==> src/olki_pkg.sv <==
package olki_pkg;

    typedef enum logic [1:0] {
        FUNC_APPEND = 2'd0,
        FUNC_BEFORE = 2'd1,
        FUNC_AFTER  = 2'd2,
        FUNC_DUMP   = 2'd3
    } func_t;

    localparam logic [1:0] ST_OK        = 2'd0;
    localparam logic [1:0] ST_NOT_FOUND = 2'd1;
    localparam logic [1:0] ST_FULL      = 2'd2;

    typedef struct packed {
        func_t       func;
        logic [63:0] target_key;
        logic [63:0] new_key;
    } in_item_t;

    typedef struct packed {
        logic [1:0]  status;
        logic [5:0]  entry_count;
        logic [63:0] entry_value;
        logic        entry_valid;
        logic        last;
    } out_item_t;

    typedef enum logic [2:0] {
        CELL_HOLD,
        CELL_CMP,
        CELL_BEFORE,
        CELL_AFTER,
        CELL_APPEND,
        CELL_ROTATE
    } cell_op_t;

    typedef struct packed {
        cell_op_t op;
        logic     pre_cur;
        logic     pre_prev;
    } cell_cmd_t;

    typedef enum logic [1:0] {
        S_IDLE,
        S_CMP,
        S_INS,
        S_DUMP
    } state_t;

endpackage

==> src/olki_cell.sv <==
module olki_cell #(
    parameter int DEPTH     = 32,
    parameter int KEY_WIDTH = 64,
    parameter int IDX       = 0,
    parameter int CW        = $clog2(DEPTH + 1)
) (
    input  logic                  clk,
    input  olki_pkg::cell_cmd_t   cmd,
    input  logic [CW-1:0]         cnt,
    input  logic [KEY_WIDTH-1:0]  target,
    input  logic [KEY_WIDTH-1:0]  new_key,
    input  logic [KEY_WIDTH-1:0]  left_key,
    input  logic [KEY_WIDTH-1:0]  right_key,
    input  logic [KEY_WIDTH-1:0]  head_key,
    output logic [KEY_WIDTH-1:0]  key,
    output logic                  match
);
    import olki_pkg::*;

    logic [KEY_WIDTH-1:0] key_reg;
    logic [KEY_WIDTH-1:0] key_next;
    logic                 match_reg;
    logic                 match_next;
    logic                 in_list;
    logic                 at_end;
    logic                 at_tail;

    assign in_list = CW'(IDX) < cnt;
    assign at_end  = CW'(IDX) == cnt;
    assign at_tail = CW'(IDX) == (cnt - CW'(1));

    always_comb
    begin
        key_next   = key_reg;
        match_next = match_reg;
        case (cmd.op)
            CELL_CMP:
            begin
                match_next = in_list && (key_reg == target);
            end
            CELL_BEFORE:
            begin
                if (cmd.pre_cur)
                    key_next = left_key;
                else if (match_reg)
                    key_next = new_key;
            end
            CELL_AFTER:
            begin
                if (cmd.pre_prev)
                    key_next = left_key;
                else if (cmd.pre_cur)
                    key_next = new_key;
            end
            CELL_APPEND:
            begin
                if (at_end)
                    key_next = new_key;
            end
            CELL_ROTATE:
            begin
                if (at_tail)
                    key_next = head_key;
                else if (in_list)
                    key_next = right_key;
            end
            default:
            begin
                key_next = key_reg;
            end
        endcase
    end

    always_ff @(posedge clk)
    begin
        key_reg   <= key_next;
        match_reg <= match_next;
    end

    assign key   = key_reg;
    assign match = match_reg;

endmodule

==> config.mk <==
export PLATFORM = sky130hd
export DESIGN_NAME = olki_cell
export DESIGN_NICKNAME = d
export VERILOG_FILES = /design/src/olki_pkg.sv /design/src/olki_cell.sv
export SDC_FILE = /design/constraint.sdc
export NUM_CORES = 1
export LEC_CHECK = 0
export BUFFER_PORTS_ARGS = -buffer_cell sky130_fd_sc_hd__buf_2
export CORE_AREA = 2 2 154 156
export CTS_BUF_LIST = sky130_fd_sc_hd__clkbuf_16
export DETAILED_ROUTE_END_ITERATION = 12
export DIE_AREA = 0 0 156 158
export GPL_ROUTABILITY_DRIVEN = 1
export PLACE_DENSITY = 0.67
export SYNTH_ARGS = -nofsm -noshare
export SYNTH_HDL_FRONTEND = slang
export SYNTH_SLANG_ARGS = --single-unit
==> constraint.sdc <==
create_clock -name clk -period 5.1 [get_ports clk]
set_input_delay 0.255 -clock clk [delete_from_list [all_inputs] [get_ports clk]]
set_output_delay 0.255 -clock clk [all_outputs]
set_load 0.01 [all_outputs]
# Word-level counts from Yosys, hierarchy flattened

Cells that the tools add are included.

Bits in registers: 65
Input bits: 332
Output and inout port bits: 65
Logic and storage cells: 27

Add/sub/neg operators: 1
$lt $le $gt $ge: 1
Equal/unequal tests: 10
Muxes and demuxes: 8
Reductions and logical operators: 5

Operators by type and width:

| cell                                                      | count |
|---|---|
| two-way mux 64 bit                                        | 7 |
| case mux 64 bit (4 select lines)                          | 1 |
| == test 64 bit                                            | 1 |
| zero test 6 bit                                           | 2 |
| inequality test 3 bit, second input constant              | 3 |
| == test 3 x 2 -> 1 bit, second input constant             | 2 |
| == test 3 bit, second input constant                      | 2 |
| less-than comparator 1 x 6 -> 1 bit, first input constant | 1 |
| subtractor 6 x 1 -> 6 bit, second input constant          | 1 |
| AND reduction 5 bit                                       | 1 |
| nonzero test 4 bit                                        | 1 |
| == test 3 x 1 -> 1 bit, second input constant             | 1 |
| inequality test 2 bit, second input constant              | 1 |
| logical AND 1 bit                                         | 1 |

# Longest topological paths before layout

Depth after elaboration: 4
Gate-level depth with buffers: 7
Mapped depth without buffers: 5

# Least setup slack after synthesis

Ideal clock, no wire load.

Kind: input port to flip-flop
From: in cnt[2]
To: reg key_reg[0] (netlist: key[0]), enable pin
Library setup time: 0.428 ns
Data arrival time: 2.517 ns
Required time: 4.672 ns
Slack: 2.155 ns
Stages: 4
Buffers on the path: 0
Cells stage by stage: nor4_2 nor3b_1 xnor2_1 a22o_1

Longest elaborated chain between the ends: 4
Elaborated cells between the ends (all ways): 7
Those cells by class: add/sub (1); order compare (1); eq/ne (2); reduce/logical (3)

Ends and longest elaborated chain:

| item                                   | RTL line        | source |
|---|---|---|
| from (decl)                            | olki_cell.sv:9  | `input logic [CW-1:0] cnt,` |
| subtractor 6 x 1 -> 6 bit              | olki_cell.sv:30 | `assign at_tail = CW'(IDX) == (cnt - CW'(1));` |
| zero test 6 bit                        | olki_cell.sv:30 |  |
| inequality test 3 bit (no source line) | n/a             |  |
| AND reduction 5 bit (no source line) * | n/a             |  |
| to (signal assigned)                   | olki_cell.sv:76 | `key_reg <= key_next;` |
| to (decl)                              | olki_cell.sv:20 | `logic [KEY_WIDTH-1:0] key_reg;` |

Mark *: on every way between the ends. The rest lies on a longest branch, timed or not.
A chain may end at the register's enable or synchronous reset.

# Worst setup path in the final report

From: in cmd[3] (netlist name)
To: reg key_reg[2] (netlist: key[2]), enable pin

Longest elaborated chain between the ends: 3
Elaborated cells between the ends (all ways): 10
Those cells by class: eq/ne (8); reduce/logical (2)

Ends and longest elaborated chain:

| item                                                           | RTL line        | source |
|---|---|---|
| from (decl)                                                    | olki_cell.sv:8  | `input olki_pkg::cell_cmd_t cmd,` |
| == test 3 bit or == test 3 x 2 -> 1 bit (tied branches)        | olki_cell.sv:36 | `case (cmd.op)` |
| inequality test 3 bit (no source line) (tied with other cells) | n/a             |  |
| AND reduction 5 bit (no source line) *                         | n/a             |  |

Marked as above.

==> results.cfg <==
[setup_path]
worstPathRequired_ps = 5050
crit_path_end = key[2]
rr_worst_depth = 5
r2r_slack_ps = 3010
critPathArrivalTime_ps = 2610
path_class = in -> reg
critPathLaunchType = primary input
r2r_start = key[45]
setup.worst_path.end_class = flop
cp-startpoint = cmd[3]
worstReg2RegEnd = match
path_max_fanout = 64

[clock_tree]
numCtsBuffers = 9
cts_hold_buffers = 0
cts-root-buf = clkbuf_16
ctsResizeCount = 0
htree_levels = 3
cts_buffer_depth = 2
clock-sinks = 65
cts_setup_buffers = 0
insertion_delay_ps = 330
path_clk_slew_ps = 60
cts_tree = yes

[timing]
hold_viol_final = 0
finalSetupViolCount = 0
grt_setup_unrepaired = false
finalCriticalPeriod_ps = 2660
fin_crit_sh_pct = 52.1
fin_skew_ps = 8.10
fmax_ghz = 0.376
finalMaxSlewViolations = 0
tightest_slew_ps = 1160
relSlewSlack_pct = 22.4
whs_ps = 322
setup_tns_ps = 0

[cells_and_area]
nets = 1364
final_common_cell = buf_2
syn_to_final_growth_pct = 34.4
layout_common_cells = buf_2, a21oi_1, mux2i_1
drive_gt1_share_pct = 53.2
largest_register_ffs = 64
finalNonFillerCells = 1329

[yosys]
syn-cell-area_um2 = 7050
synth.area.mux_share_pct = 31.6
synth_warnings = 0
synth-xor-area-share_pct = 8.08
synth_fp_nets = 1006
synthTopCellsByArea = edfxtp_1, mux2i_1, mux2_4
synth-adder-area-share_pct = 0
avgSynthCellArea_um2 = 10.5
ys_seq_area_share_pct = 27.7
synth_compound_area_share_pct = 25.2
yosysTopAreaCell = edfxtp_1
ys_types = 28
synth_top_family_by_area = multiplexers
synth.top_cell.area_share_pct = 27.7
synth.ff_latch_count = 65
syn_inst = 674
synthSimpleGateAreaFrac_pct = 2.79

[run_status]
status = finished, final reports clean

[run]
maxCapViolCount = 0

[power_and_ir_drop]
total_power_mw = 1.94
powerDensity_nw_per_um2 = 204
irDropWorstVdd_v = 0.000102
p_leak_nw = 4.35

[global_route]
grt.total_usage_pct = 21.9
grt_max_degree = 65
grt-ovfl-total = 0
grt_pass1_vias = 6901
grt_pass1_wl_um = 40500
grt_antenna_before_repair = 4

[floorplanning]
die-area_um2 = 24600
die_h_um = 158
die_w_um = 156
initial_core_util_pct = 30.6
ios = 397
design.core.area_um2 = 23100
rows = 56

[place]
port_buffers = 396
dp.cells = 1311
place_hpwl_um = 21700
gp_congestion = 0.874

[routing]
first_pass_iters = 5
vias = 7005
drc_errors = 0
via_per_inst = 5.27
drt-initial-drc-count = 403
routed_wl_um = 28600
ant_nets = 0
wire_per_inst_um = 21.5

[min_path]
hold_depth = 3
hold_class = in -> reg
==> cell usage after synthesis <==
master,count
nand2b_1,1
a211o_1,1
a21oi_1,132
nor3_1,2
xnor2_1,49
mux2_2,4
nor3b_1,1
clkbuf_1,23
edfxtp_1,65
mux2i_1,128
clkinv_1,1
o22a_1,64
buf_4,5
nor4_1,7
buf_1,6
nand4_1,13
nor2b_1,2
nand3b_1,1
a21oi_2,61
and2_1,1
nor4_2,1
mux2_4,60
buf_6,7
a22o_1,1
buf_2,20
xor2_1,16
nand3_1,1
nor2_1,1
==> worst max-delay path, cell delays in order <==
cell and delay (ps):
buf_2 140, nor2b_4 790, buf_4 520, a22o_4 780
==> worst min-delay path by stage <==
stage	start	end	slack, ps
global route	left_key[2]	key[2]	310
finish	new_key[61]	key[61]	320
floorplan	cmd[4]	match	450
global placement	left_key[25]	key[25]	650
detailed placement	left_key[7]	key[7]	660
CTS	left_key[29]	key[29]	300
==> layout make-up <==
cell class | instances | area, um2
Clock inverter | 6 | 27.5
Multi-Input combinational cell | 547 | 4810
Fill cell | 2314 | 13600
Tap cell | 290 | 363
Clock buffer | 9 | 225
Timing Repair Buffer | 408 | 2080
Antenna cell | 3 | 7.51
Inverter | 1 | 3.75
Sequential cell | 65 | 1950
==> layer usage <==
metal  vias up  GRT usage (%)  wire length [um]
met5         -              0                 0
met4         0           6.33               585
met3        32           4.08              1920
li1       3328              -                 -
met2       346           38.4             14100
met1      3299           27.4             12000
==> kinds of logic after synthesis <==
group | count (synthesis)
compound gates | 259
mux | 192
xor+xnor | 65
simple gates | 31
buf+inv | 62
flops | 65
==> where the power goes <==
group / total (mW) / switching [mW] / internal, mW / leakage [nW]
logic: 0.682 / 0.355 / 0.327 / 3.61
registers: 0.689 / 0.0367 / 0.652 / 0.613
clock network: 0.565 / 0.246 / 0.319 / 0.125
==> metrics by stage <==
step           setup slack, ps  instance area (um2)  util, %
2_1_floorplan             2150                 7050        -
3_3_place_gp              2060                 9210     39.9
3_5_place_dp              2060                 9210     39.9
4_1_cts                   2390                 9460     41.0
5_1_grt                   2310                 9470     41.1
6_report                  2440                 9470     41.1
(Power assumes the default switching activity.)
